`config.mk`:
```
export PLATFORM = sky130hd
export DESIGN_NAME = pid_controller_antiwindup_flat
export DESIGN_NICKNAME = d
export VERILOG_FILES = /design/src/hw/rtl/pidaw_pkg.sv /design/src/hw/rtl/pidaw_if.sv /design/src/hw/rtl/pidaw_mul.sv /design/src/hw/rtl/pidaw_div.sv /design/src/hw/rtl/pid_controller_antiwindup.sv /design/src/flat_wrapper.sv
export SDC_FILE = /design/constraint.sdc
export NUM_CORES = 2
export LEC_CHECK = 0
export ABC_AREA = 0
export BUFFER_PORTS_ARGS = -buffer_cell sky130_fd_sc_hd__buf_2
export CAP_MARGIN = 20
export CORE_UTILIZATION = 40
export CTS_CLUSTER_DIAMETER = 30
export DETAILED_ROUTE_END_ITERATION = 7
export PLACE_DENSITY_LB_ADDON = 0.12
export SETUP_SLACK_MARGIN = 0.4
export SYNTH_ARGS = -nofsm -noshare
export SYNTH_HDL_FRONTEND = slang
export SYNTH_SLANG_ARGS = --single-unit
```
`constraint.sdc`:
```
create_clock -name clk -period 18.5 [get_ports clk]
set_input_delay 2.775 -clock clk [delete_from_list [all_inputs] [get_ports clk]]
set_output_delay 2.775 -clock clk [all_outputs]
set_load 0.01 [all_outputs]
```
`src/hw/rtl/pidaw_pkg.sv`:
```
package pidaw_pkg;

  localparam int unsigned CfgAddrW = 6;

  typedef enum logic [2:0] {
    REG_KP    = 3'd0,
    REG_KI    = 3'd1,
    REG_KD    = 3'd2,
    REG_OLIM  = 3'd3,
    REG_ILIM  = 3'd4,
    REG_KT    = 3'd5,
    REG_DBAND = 3'd6,
    REG_MODE  = 3'd7
  } reg_idx_t;

  typedef enum logic [1:0] {
    MODE_PLAIN = 2'd0,
    MODE_BACK  = 2'd1,
    MODE_COND  = 2'd2,
    MODE_NONE  = 2'd3
  } aw_mode_t;

  localparam logic OP_DERIVE = 1'b0;
  localparam logic OP_GIVEN  = 1'b1;

  // Request to the shared serial multiplier.
  typedef struct packed {
    logic start;
    logic sh32;
  } mul_ctl_t;

endpackage

```
`src/hw/rtl/pidaw_if.sv`:
```
interface pidaw_in_if #(parameter int DW = 32);
  logic valid;
  logic ready;
  logic opcode;
  logic signed [DW-1:0] error_sample;
  logic signed [DW-1:0] error_rate;
  logic [31:0] step_time;
  modport source (output valid, opcode, error_sample, error_rate, step_time, input ready);
  modport sink (input valid, opcode, error_sample, error_rate, step_time, output ready);
endinterface

interface pidaw_out_if #(parameter int DW = 32);
  logic valid;
  logic ready;
  logic signed [DW-1:0] command;
  logic signed [DW-1:0] integral_value;
  logic signed [DW-1:0] derivative_value;
  logic saturated;
  modport source (output valid, command, integral_value, derivative_value, saturated,
                  input ready);
  modport sink (input valid, command, integral_value, derivative_value, saturated,
                output ready);
endinterface

```
`src/hw/rtl/pidaw_mul.sv`:
```
// Shift-and-add multiplier, one multiplier bit per cycle. Magnitude product
// is shifted right (by FRAC_BITS or 32), truncated toward zero, and saturated.
module pidaw_mul #(
  parameter int AW = 64,
  parameter int BW = 32,
  parameter int FB = 16
) (
  input  logic                 clk,
  input  logic                 rst_n,
  input  pidaw_pkg::mul_ctl_t  ctl,
  input  logic signed [AW-1:0] a,
  input  logic        [BW:0]   b,
  input  logic                 b_neg,
  input  logic [AW-1:0]        lim,
  output logic                 done,
  output logic signed [AW-1:0] result
);
  localparam int PW = AW + BW + 1;
  localparam int CW = $clog2(BW + 2);

  logic [PW-1:0] acc_r, acc_nxt;
  logic [AW-1:0] ma_r;
  logic [BW:0]   mb_r;
  logic          neg_r, sh32_r, busy_r, done_r;
  logic [CW-1:0] cnt_r;
  logic [PW-1:0] shifted;
  logic [AW-1:0] mag_a;

  assign mag_a = a[AW-1] ? AW'(-a) : AW'(a);
  assign acc_nxt = acc_r + (mb_r[0] ? (PW'(ma_r) << cnt_r) : '0);
  assign shifted = sh32_r ? (acc_r >> 32) : (acc_r >> FB);

  always_ff @(posedge clk) begin
    if (!rst_n) begin
      busy_r <= 1'b0;
      done_r <= 1'b0;
    end else begin
      done_r <= 1'b0;
      if (ctl.start) begin
        busy_r <= 1'b1;
        acc_r  <= '0;
        ma_r   <= mag_a;
        mb_r   <= b;
        neg_r  <= a[AW-1] ^ b_neg;
        sh32_r <= ctl.sh32;
        cnt_r  <= '0;
      end else if (busy_r) begin
        acc_r <= acc_nxt;
        mb_r  <= mb_r >> 1;
        cnt_r <= cnt_r + 1'b1;
        if (cnt_r == CW'(BW)) begin
          busy_r <= 1'b0;
          done_r <= 1'b1;
        end
      end
    end
  end

  logic [PW-1:0] sat;
  assign sat = (shifted > PW'(lim)) ? PW'(lim) : shifted;
  assign result = neg_r ? -$signed(AW'(sat)) : $signed(AW'(sat));
  assign done = done_r;

  a_done_idle: assert property (@(posedge clk) disable iff (!rst_n)
    done_r |-> !busy_r) else $error("multiplier busy at done");
  a_done_pulse: assert property (@(posedge clk) disable iff (!rst_n)
    done_r |=> !done_r) else $error("done held for two cycles");
  a_start_idle: assert property (@(posedge clk) disable iff (!rst_n)
    ctl.start |-> !busy_r) else $error("multiplier started while busy");
endmodule

```
`src/hw/rtl/pidaw_div.sv`:
```
// Restoring divider, one quotient bit per cycle: q = (n << 32) / d.
module pidaw_div #(
  parameter int DW = 32
) (
  input  logic                 clk,
  input  logic                 rst_n,
  input  logic                 start,
  input  logic [DW:0]          num,
  input  logic [31:0]          den,
  output logic                 done,
  output logic [DW+32:0]       quot
);
  localparam int QW = DW + 33;
  localparam int CW = $clog2(QW + 1);
  logic [QW-1:0] q_r;
  logic [32:0]   rem_r;
  logic [31:0]   d_r;
  logic [CW-1:0] cnt_r;
  logic          busy_r, done_r;
  logic [32:0]   trial;

  assign trial = {rem_r[31:0], q_r[QW-1]};

  always_ff @(posedge clk) begin
    if (!rst_n) begin
      busy_r <= 1'b0;
      done_r <= 1'b0;
    end else begin
      done_r <= 1'b0;
      if (start) begin
        busy_r <= 1'b1;
        q_r    <= {num, 32'd0};
        rem_r  <= '0;
        d_r    <= den;
        cnt_r  <= '0;
      end else if (busy_r) begin
        if (trial >= {1'b0, d_r}) begin
          rem_r <= trial - {1'b0, d_r};
          q_r   <= {q_r[QW-2:0], 1'b1};
        end else begin
          rem_r <= trial;
          q_r   <= {q_r[QW-2:0], 1'b0};
        end
        cnt_r <= cnt_r + 1'b1;
        if (cnt_r == CW'(QW - 1)) begin
          busy_r <= 1'b0;
          done_r <= 1'b1;
        end
      end
    end
  end
  assign quot = q_r;
  assign done = done_r;
endmodule

```
`src/hw/rtl/pid_controller_antiwindup.sv`:
```
// Channel  | Direction | Contents
// in       | sink      | opcode, error_sample, error_rate, step_time
// out      | source    | command, integral_value, derivative_value, saturated
// cfg      | APB slave | eight registers, 64-bit data, byte address 8*i
// With a given rate a transaction runs four products on the shared bit-serial
// multiplier in this order: proportional, derivative, then the sum, then integral and
// step scaling, followed by the integral update and the output. Back-calculation adds
// a fifth product, and a derived rate first adds a division on the serial divider.
// A zero step skips the arithmetic and repeats the last command. Reset is synchronous.
// The input is not taken while an item is in progress or a result waits; a stalled
// result holds.
module pid_controller_antiwindup #(
  parameter int DATA_WIDTH = 32,
  parameter int FRAC_BITS  = 16
) (
  input  logic clk,
  input  logic rst_n,
  pidaw_in_if.sink    in_ch,
  pidaw_out_if.source out_ch,
  input  logic                          cfg_psel,
  input  logic                          cfg_penable,
  input  logic                          cfg_pwrite,
  input  logic [pidaw_pkg::CfgAddrW-1:0] cfg_paddr,
  input  logic [63:0]                   cfg_pwdata,
  output logic [63:0]                   cfg_prdata,
  output logic                          cfg_pready
);
  localparam int DW = DATA_WIDTH;
  localparam int AW = 64;
  localparam logic [AW-1:0] TermLim = AW'(1) << 60;
  localparam logic [AW-1:0] IncLim  = AW'(1) << 61;
  localparam logic signed [AW-1:0] SMax = AW'((AW'(1) << (DW - 1)) - 1);
  localparam logic signed [AW-1:0] SMin = -SMax - 1;

  typedef enum logic [3:0] {
    S_IDLE, S_DIV, S_MP, S_MD, S_SUM, S_MI, S_MT, S_MY, S_INT, S_OUT
  } state_t;

  logic signed [DW-1:0] kp_r, ki_r, kd_r, umin_r, umax_r, imin_r, imax_r;
  logic [DW-1:0] kt_r;
  logic [DW-2:0] dband_r;
  pidaw_pkg::aw_mode_t mode_r;
  logic signed [DW-1:0] prev_r, integ_r, lastcmd_r;

  state_t state_r;
  logic signed [DW-1:0] e_r, rate_r;
  logic [31:0] dt_r;
  logic signed [AW-1:0] p_r, unsat_r, cmd_r, ie_r, y_r;
  logic started_r;
  logic out_valid_r;
  logic signed [DW-1:0] o_cmd_r, o_int_r, o_der_r;
  logic o_sat_r;

  pidaw_pkg::mul_ctl_t mctl;
  logic signed [AW-1:0] ma;
  logic [DW:0] mb;
  logic mbneg, mdone;
  logic [AW-1:0] mlim;
  logic signed [AW-1:0] mres;

  logic dstart, ddone;
  logic [DW:0] dnum;
  logic [DW+32:0] dq;

  pidaw_mul #(.AW(AW), .BW(DW), .FB(FRAC_BITS)) u_mul (
    .clk, .rst_n, .ctl(mctl), .a(ma), .b(mb), .b_neg(mbneg), .lim(mlim),
    .done(mdone), .result(mres));
  pidaw_div #(.DW(DW)) u_div (
    .clk, .rst_n, .start(dstart), .num(dnum), .den(dt_r), .done(ddone), .quot(dq));

  // Configuration port.
  logic cfg_wr;
  pidaw_pkg::reg_idx_t widx;
  assign cfg_pready = 1'b1;
  assign cfg_wr = cfg_psel & cfg_penable & cfg_pwrite & cfg_pready;
  assign widx = pidaw_pkg::reg_idx_t'(cfg_paddr[5:3]);

  always_comb begin
    cfg_prdata = '0;
    case (widx)
      pidaw_pkg::REG_KP:    cfg_prdata = 64'(unsigned'(kp_r));
      pidaw_pkg::REG_KI:    cfg_prdata = 64'(unsigned'(ki_r));
      pidaw_pkg::REG_KD:    cfg_prdata = 64'(unsigned'(kd_r));
      pidaw_pkg::REG_OLIM:  cfg_prdata = {32'(unsigned'(umax_r)), 32'(unsigned'(umin_r))};
      pidaw_pkg::REG_ILIM:  cfg_prdata = {32'(unsigned'(imax_r)), 32'(unsigned'(imin_r))};
      pidaw_pkg::REG_KT:    cfg_prdata = 64'(kt_r);
      pidaw_pkg::REG_DBAND: cfg_prdata = 64'(dband_r);
      pidaw_pkg::REG_MODE:  cfg_prdata = 64'(mode_r);
      default:              cfg_prdata = '0;
    endcase
  end

  always_ff @(posedge clk) begin
    if (!rst_n) begin
      kp_r <= '0; ki_r <= '0; kd_r <= '0; kt_r <= '0; dband_r <= '0;
      mode_r <= pidaw_pkg::MODE_PLAIN;
      umax_r <= SMax[DW-1:0]; umin_r <= SMin[DW-1:0];
      imax_r <= SMax[DW-1:0]; imin_r <= SMin[DW-1:0];
    end else if (cfg_wr) begin
      case (widx)
        pidaw_pkg::REG_KP:    kp_r <= cfg_pwdata[DW-1:0];
        pidaw_pkg::REG_KI:    ki_r <= cfg_pwdata[DW-1:0];
        pidaw_pkg::REG_KD:    kd_r <= cfg_pwdata[DW-1:0];
        pidaw_pkg::REG_OLIM: begin
          umin_r <= cfg_pwdata[DW-1:0];
          umax_r <= cfg_pwdata[DW+31:32];
        end
        pidaw_pkg::REG_ILIM: begin
          imin_r <= cfg_pwdata[DW-1:0];
          imax_r <= cfg_pwdata[DW+31:32];
        end
        pidaw_pkg::REG_KT:    kt_r <= cfg_pwdata[DW-1:0];
        pidaw_pkg::REG_DBAND: dband_r <= cfg_pwdata[DW-2:0];
        pidaw_pkg::REG_MODE:  mode_r <= pidaw_pkg::aw_mode_t'(cfg_pwdata[1:0]);
        default: ;
      endcase
    end
  end

  // Derived rate: signed difference, magnitude division, saturate.
  logic signed [DW:0] diff;
  logic [DW:0] mdiff;
  logic diff_neg;
  logic [DW+32:0] rlim, qsat;
  assign diff = {e_r[DW-1], e_r} - {prev_r[DW-1], prev_r};
  assign diff_neg = diff[DW];
  assign mdiff = diff_neg ? -diff : diff;
  assign dnum = mdiff;
  assign rlim = diff_neg ? ((DW+33)'(1) << (DW - 1)) : (((DW+33)'(1) << (DW - 1)) - 1);
  assign qsat = (dq > rlim) ? rlim : dq;

  // Shared helpers.
  logic signed [AW-1:0] e_x, clamp_cmd, integ_sum, integ_clamp;
  logic [DW-1:0] mag_e;
  logic in_band, same_sign, do_int;
  assign e_x = AW'(e_r);
  assign mag_e = e_r[DW-1] ? DW'(-e_r) : DW'(e_r);
  assign in_band = mag_e <= DW'(dband_r);
  assign same_sign = (e_r > 0 && unsat_r > 0) || (e_r < 0 && unsat_r < 0);

  always_comb begin
    clamp_cmd = unsat_r;
    if (clamp_cmd > AW'(umax_r)) clamp_cmd = AW'(umax_r);
    if (clamp_cmd < AW'(umin_r)) clamp_cmd = AW'(umin_r);
  end

  always_comb begin
    do_int = 1'b0;
    if (!in_band) begin
      case (mode_r)
        pidaw_pkg::MODE_PLAIN: do_int = 1'b1;
        pidaw_pkg::MODE_BACK:  do_int = (ki_r != 0);
        pidaw_pkg::MODE_COND:  do_int = !(cmd_r != unsat_r && same_sign);
        default:               do_int = 1'b0;
      endcase
    end
  end

  assign integ_sum = AW'(integ_r) + (do_int ? mres : AW'(0));
  always_comb begin
    integ_clamp = integ_sum;
    if (integ_clamp > AW'(imax_r)) integ_clamp = AW'(imax_r);
    if (integ_clamp < AW'(imin_r)) integ_clamp = AW'(imin_r);
  end

  // Multiplier operand selection per state.
  always_comb begin
    ma = e_x; mb = '0; mbneg = 1'b0; mlim = TermLim;
    mctl.sh32 = 1'b0;
    mctl.start = !started_r &&
        (state_r == S_MP || state_r == S_MD || state_r == S_MI ||
         state_r == S_MT || state_r == S_MY);
    case (state_r)
      S_MP: begin ma = AW'(kp_r); mb = e_r[DW-1] ? -{1'b1, e_r} : {1'b0, e_r};
                  mbneg = e_r[DW-1]; end
      S_MD: begin ma = AW'(kd_r); mb = rate_r[DW-1] ? -{1'b1, rate_r} : {1'b0, rate_r};
                  mbneg = rate_r[DW-1]; end
      S_MI: begin ma = AW'(ki_r); mb = e_r[DW-1] ? -{1'b1, e_r} : {1'b0, e_r};
                  mbneg = e_r[DW-1]; end
      S_MT: begin ma = cmd_r - unsat_r; mb = {1'b0, kt_r}; end
      S_MY: begin ma = (mode_r == pidaw_pkg::MODE_BACK) ? y_r : ie_r;
                  mb = (DW+1)'(dt_r); mlim = IncLim; mctl.sh32 = 1'b1; end
      default: ;
    endcase
  end
  assign dstart = !started_r && state_r == S_DIV;

  assign in_ch.ready = (state_r == S_IDLE) && !out_valid_r;

  always_ff @(posedge clk) begin
    if (!rst_n) begin
      state_r <= S_IDLE; started_r <= 1'b0; out_valid_r <= 1'b0;
      prev_r <= '0; integ_r <= '0; lastcmd_r <= '0;
    end else begin
      if (out_valid_r && out_ch.ready) out_valid_r <= 1'b0;
      case (state_r)
        S_IDLE: if (in_ch.valid && !out_valid_r) begin
          e_r <= in_ch.error_sample; rate_r <= in_ch.error_rate;
          dt_r <= in_ch.step_time; started_r <= 1'b0;
          if (in_ch.step_time == 32'd0) begin
            o_cmd_r <= lastcmd_r; o_int_r <= integ_r; o_der_r <= '0; o_sat_r <= 1'b0;
            state_r <= S_OUT;
          end else if (in_ch.opcode == pidaw_pkg::OP_DERIVE) state_r <= S_DIV;
          else state_r <= S_MP;
        end
        S_DIV: begin
          if (ddone) begin
            rate_r <= diff_neg ? -DW'(qsat) : DW'(qsat);
            prev_r <= e_r; started_r <= 1'b0; state_r <= S_MP;
          end else started_r <= 1'b1;
        end
        S_MP: begin
          if (mdone) begin p_r <= mres; started_r <= 1'b0; state_r <= S_MD; end
          else started_r <= 1'b1;
        end
        S_MD: begin
          if (mdone) begin
            unsat_r <= p_r + AW'(integ_r) + mres; started_r <= 1'b0; state_r <= S_SUM;
          end else started_r <= 1'b1;
        end
        S_SUM: begin
          cmd_r <= clamp_cmd; state_r <= S_MI;
        end
        S_MI: begin
          if (mdone) begin
            ie_r <= mres; started_r <= 1'b0;
            state_r <= (mode_r == pidaw_pkg::MODE_BACK) ? S_MT : S_MY;
          end else started_r <= 1'b1;
        end
        S_MT: begin
          if (mdone) begin y_r <= ie_r + mres; started_r <= 1'b0; state_r <= S_MY; end
          else started_r <= 1'b1;
        end
        S_MY: begin
          if (mdone) begin started_r <= 1'b0; state_r <= S_INT; end
          else started_r <= 1'b1;
        end
        S_INT: begin
          integ_r <= integ_clamp[DW-1:0]; lastcmd_r <= cmd_r[DW-1:0];
          o_cmd_r <= cmd_r[DW-1:0]; o_int_r <= integ_clamp[DW-1:0];
          o_der_r <= rate_r; o_sat_r <= (cmd_r != unsat_r);
          state_r <= S_OUT;
        end
        S_OUT: begin out_valid_r <= 1'b1; state_r <= S_IDLE; end
        default: state_r <= S_IDLE;
      endcase
    end
  end

  assign out_ch.valid = out_valid_r;
  assign out_ch.command = o_cmd_r;
  assign out_ch.integral_value = o_int_r;
  assign out_ch.derivative_value = o_der_r;
  assign out_ch.saturated = o_sat_r;

  a_no_accept_busy: assert property (@(posedge clk) disable iff (!rst_n)
    (state_r != S_IDLE) |-> !in_ch.ready) else $error("input taken while busy");
  a_out_hold: assert property (@(posedge clk) disable iff (!rst_n)
    (out_ch.valid && !out_ch.ready) |=> (out_ch.valid && $stable(o_cmd_r)))
    else $error("result dropped");
  a_zero_step: assert property (@(posedge clk) disable iff (!rst_n)
    (state_r == S_OUT && dt_r == 32'd0) |-> (o_sat_r == 1'b0))
    else $error("zero step flagged saturated");
endmodule
```
`src/flat_wrapper.sv`:
```
// flat-port wrapper written by rule: the top's interface ports become plain ports
module pid_controller_antiwindup_flat 
#(
  parameter int DATA_WIDTH = 32,
  parameter int FRAC_BITS  = 16
)
  (clk, rst_n, cfg_psel, cfg_penable, cfg_pwrite, cfg_paddr, cfg_pwdata, cfg_prdata, cfg_pready, in_ch_valid, in_ch_opcode, in_ch_error_sample, in_ch_error_rate, in_ch_step_time, in_ch_ready, out_ch_valid, out_ch_command, out_ch_integral_value, out_ch_derivative_value, out_ch_saturated, out_ch_ready);
  pidaw_in_if in_ch_i ();
  pidaw_out_if out_ch_i ();
  input  logic clk;
  input  logic rst_n;
  input  logic cfg_psel;
  input  logic cfg_penable;
  input  logic cfg_pwrite;
  input  logic [pidaw_pkg::CfgAddrW-1:0] cfg_paddr;
  input  logic [63:0] cfg_pwdata;
  output logic [63:0] cfg_prdata;
  output logic cfg_pready;
  input wire logic [$bits(in_ch_i.valid)-1:0] in_ch_valid;
  input wire logic [$bits(in_ch_i.opcode)-1:0] in_ch_opcode;
  input wire logic [$bits(in_ch_i.error_sample)-1:0] in_ch_error_sample;
  input wire logic [$bits(in_ch_i.error_rate)-1:0] in_ch_error_rate;
  input wire logic [$bits(in_ch_i.step_time)-1:0] in_ch_step_time;
  output wire logic [$bits(in_ch_i.ready)-1:0] in_ch_ready;
  output wire logic [$bits(out_ch_i.valid)-1:0] out_ch_valid;
  output wire logic [$bits(out_ch_i.command)-1:0] out_ch_command;
  output wire logic [$bits(out_ch_i.integral_value)-1:0] out_ch_integral_value;
  output wire logic [$bits(out_ch_i.derivative_value)-1:0] out_ch_derivative_value;
  output wire logic [$bits(out_ch_i.saturated)-1:0] out_ch_saturated;
  input wire logic [$bits(out_ch_i.ready)-1:0] out_ch_ready;
  assign in_ch_i.valid = in_ch_valid;
  assign in_ch_i.opcode = in_ch_opcode;
  assign in_ch_i.error_sample = in_ch_error_sample;
  assign in_ch_i.error_rate = in_ch_error_rate;
  assign in_ch_i.step_time = in_ch_step_time;
  assign in_ch_ready = in_ch_i.ready;
  assign out_ch_valid = out_ch_i.valid;
  assign out_ch_command = out_ch_i.command;
  assign out_ch_integral_value = out_ch_i.integral_value;
  assign out_ch_derivative_value = out_ch_i.derivative_value;
  assign out_ch_saturated = out_ch_i.saturated;
  assign out_ch_i.ready = out_ch_ready;
  pid_controller_antiwindup #(.DATA_WIDTH(DATA_WIDTH), .FRAC_BITS(FRAC_BITS)) u_core (.clk(clk), .rst_n(rst_n), .in_ch(in_ch_i), .out_ch(out_ch_i), .cfg_psel(cfg_psel), .cfg_penable(cfg_penable), .cfg_pwrite(cfg_pwrite), .cfg_paddr(cfg_paddr), .cfg_pwdata(cfg_pwdata), .cfg_prdata(cfg_prdata), .cfg_pready(cfg_pready));
endmodule
```
==> flow_metrics.tcl <==
set metrics [dict create \
    cts_sinks 1246 \
    grt_pass1_wl_mm 573 \
    synth_xor_area_share_pct 4.93 \
    die_x_um 490 \
    p_per_area_nw_per_um2 140 \
    firstDrtPassIters 8 \
    hp-start "u_core.prev_r[17]" \
    path_max_fanout 66 \
    post_drt_wl_per_cell_um 27.0 \
    tritoncts "yes" \
    seqPwrFrac_pct 25.4 \
    synth_area_leader_cell "edfxtp_1" \
    p_leak_nw 47.0 \
    synthAdderAreaFrac_pct 11.2 \
    syn-num-nets 12000 \
    violations "design-rule violations" \
    peakVddDrop_mv 0.138 \
    critPathKind "reg2reg" \
    nets 12300 \
    comb_power_share_pct 35.2 \
    rows 178 \
    final_area_um2 112000 \
    status "finished, violations left" \
    first_global_vias 82700 \
    ioPinCount 338 \
    drt_wl_total_mm 398 \
    relSlewSlack_pct 20.4 \
    whs_ns 0.450 \
    core_area_um2 236000 \
    yosysUniqueCellTypes 108 \
    synth-edff-count 851 \
    synth_top_area_share_pct 26.8 \
    grt_max_degree 102 \
    synthMuxAreaShare_pct 5.30 \
    clk_path_buf_depth 4 \
    critPathBufInv 4 \
    setup-violations-final 0 \
    via_count 87900 \
    synth_top_family_by_area "compound AO/OA/AOI/OAI gates" \
    drive_gt1_share_pct 12.0 \
    portBuffers 333 \
    intPower_w 0.00979 \
    required_ns 19.31 \
    cts_resized 0 \
    end_kind "flop" \
    drc 1 \
    switching_share_pct 37.6 \
    synth_compound_area_share_pct 20.9 \
    syn_area_per_cell_um2 8.64 \
    htreeDepth 5 \
    rsz0062_at_grt "false" \
    clk_pin_slew_ns 0.04 \
    power_w 0.0157 \
    finalCritPeriodShare_pct 87.6 \
    cp_top_family "compound AO/OA/AOI/OAI gates" \
    cts_buffers 361 \
    syn_area_um2 95300 \
    tns_ns 0 \
    fin_skew_ns 0.118 \
    layout_common_cells "1481 x nand2_1, 1018 x a21oi_1, 851 x edfxtp_1, 816 x nor2_1, 752 x inv_1" \
    clock.fmax_mhz 61.7 \
    antenna_found_initial 33 \
    synthSimpleGateAreaFrac_pct 17.2 \
    ys_async_sr_fraction_pct 0 \
    gr-usage-all-layers_pct 32.0 \
    critPathLaunchType "flop" \
    die_y_um 490 \
    cpMaxStageDelayCell "o41ai_1" \
    area_growth_pct 17.8 \
    viasPerCell 5.96 \
    worst_ep_arrival_time_ns 17.02 \
    synthFlopType "edfxtp_1" \
    hp-class "reg2reg" \
    reg2reg_from "u_core.u_mul.sh32_r" \
    yosys-top-cells-area "edfxtp_1 27%, ha_1 9.7%, dfxtp_1 8.3%" \
    cpPeakStageDelay_ns 0.80 \
    postCtsSetupRepairBufs 0 \
    cts_root_buf "clkbuf_16" \
    maxSlewViolCount 0 \
    post-dp-hpwl_mm 312 \
    clk_latency_ns 0.96 \
    start_util_pct 40.4 \
    worst_pin_slew_ns 1.18 \
    max_cap_viol_count 0 \
    yosysSeqAreaShare_pct 35.1 \
    die-area_um2 240000 \
    placed_area_um2 100000 \
    gp_congestion 0.996 \
    mostFrequentLayoutCell "nand2_1" \
    ant_nets 0 \
    min_period_ns 16.21 \
    syn_inst 11000 \
    switchingPower_w 0.00590 \
    crit_start "u_core.u_mul.sh32_r" \
    synth_seq_cells 1246 \
    hold_viol 0 \
    ctsHoldBuffers 0 \
    pwr-share-clk_pct 39.4 \
    synth_warnings 0 \
    drtIter0Drc 9660 \
    grt-ovfl-total 0 \
]
-- synth_stat cells (188+ instances only) --
cell type and number:
a21oi_1 1020, dfxtp_1 395, clkbuf_1 474, a21o_1 413
nand3_1 195, xor2_1 188, ha_1 740, xnor2_1 349
edfxtp_1 851, nand2_1 1485, nor2_1 832, mux2i_1 189
inv_1 755, o21ai_0 600
-- area by class of cell --
class | instances | area (um2)
well taps | 3150 | 3940
flip-flops and latches | 1246 | 33500
diodes | 12 | 30.0
clock buffers | 424 | 9550
inverters | 762 | 2870
clock inverters | 219 | 2530
fillers | 22800 | 124000
repair buffers | 471 | 2780
multi-input cells | 8461 | 57100
-- state kept, by name (all words and copies together) (netlist names), 33 cells and up --
name and count:
u_core.ie_r 64, u_core.u_mul.mb_r 33, u_core.u_mul.acc_r 97, u_core.u_div.quot 65, u_core.y_r 64, u_core.unsat_r 64, u_core.cmd_r 64, u_core.p_r 64
u_core.u_mul.ma_r 64
-- metrics by stage --
stage          utilization, %  setup slack (ns)  std cells
3_5_place_dp             42.4              2.33      14100
3_3_place_gp             42.4              2.28      14100
6_report                 47.6              2.29      14700
2_1_floorplan               -              4.44      11000
4_1_cts                  47.5              2.30      14700
5_1_grt                  47.6              1.56      14700
-- worst register-to-register path, delay by kind of cell, from the launching register on --
family / cells / cell delay [ns]
xor+xnor: 2 / 0.38
simple gates: 16 / 2.99
flops: 1 / 0.37
buf+inv: 4 / 1.54
mux: 4 / 1.88
fa+ha+maj: 5 / 1.89
compound gates: 23 / 7.07
-- worst paths after layout --
path	to	slack (ns)	cells after the start
worst max-delay path	u_core.integ_r[20]	2.29	54
worst min-delay path	u_core.prev_r[17]	0.45	2
worst max register to register	u_core.integ_r[20]	2.29	54
worst min register to register	u_core.prev_r[17]	0.45	2
-- power groups by stage --
stage,combinational [W],sequential (W),clock [W]
after floorplan,0.00385,0.00378,0
after global placement,0.00540,0.00400,0
after detailed placement,0.00542,0.00400,0
after CTS,0.00546,0.00396,0.00624
after global routing,0.00603,0.00399,0.00640
final,0.00553,0.00398,0.00619
-- cell families (layout without fill, tap and decap cells) --
logic type | count (synthesis) | after routing
and+or+nand+nor | 3571 | 3571
AOI/OAI and AO/OA | 3140 | 3140
buffers and inverters | 1328 | 1876
DFF | 1246 | 1246
adders and majority gates | 810 | 810
xor gates and xnor gates | 537 | 537
muxes | 401 | 401
other | 2 | 14
-- layer usage --
layer  up-vias  global-route usage, %  routed length, um
met1     42800                   44.3             175000
met3       685                   4.55              28500
met5         -                      0                 71
li1      40800                      -                  -
met2      3633                   50.0             177000
met4        10                   12.8              17000
(Power assumes the default switching activity.)
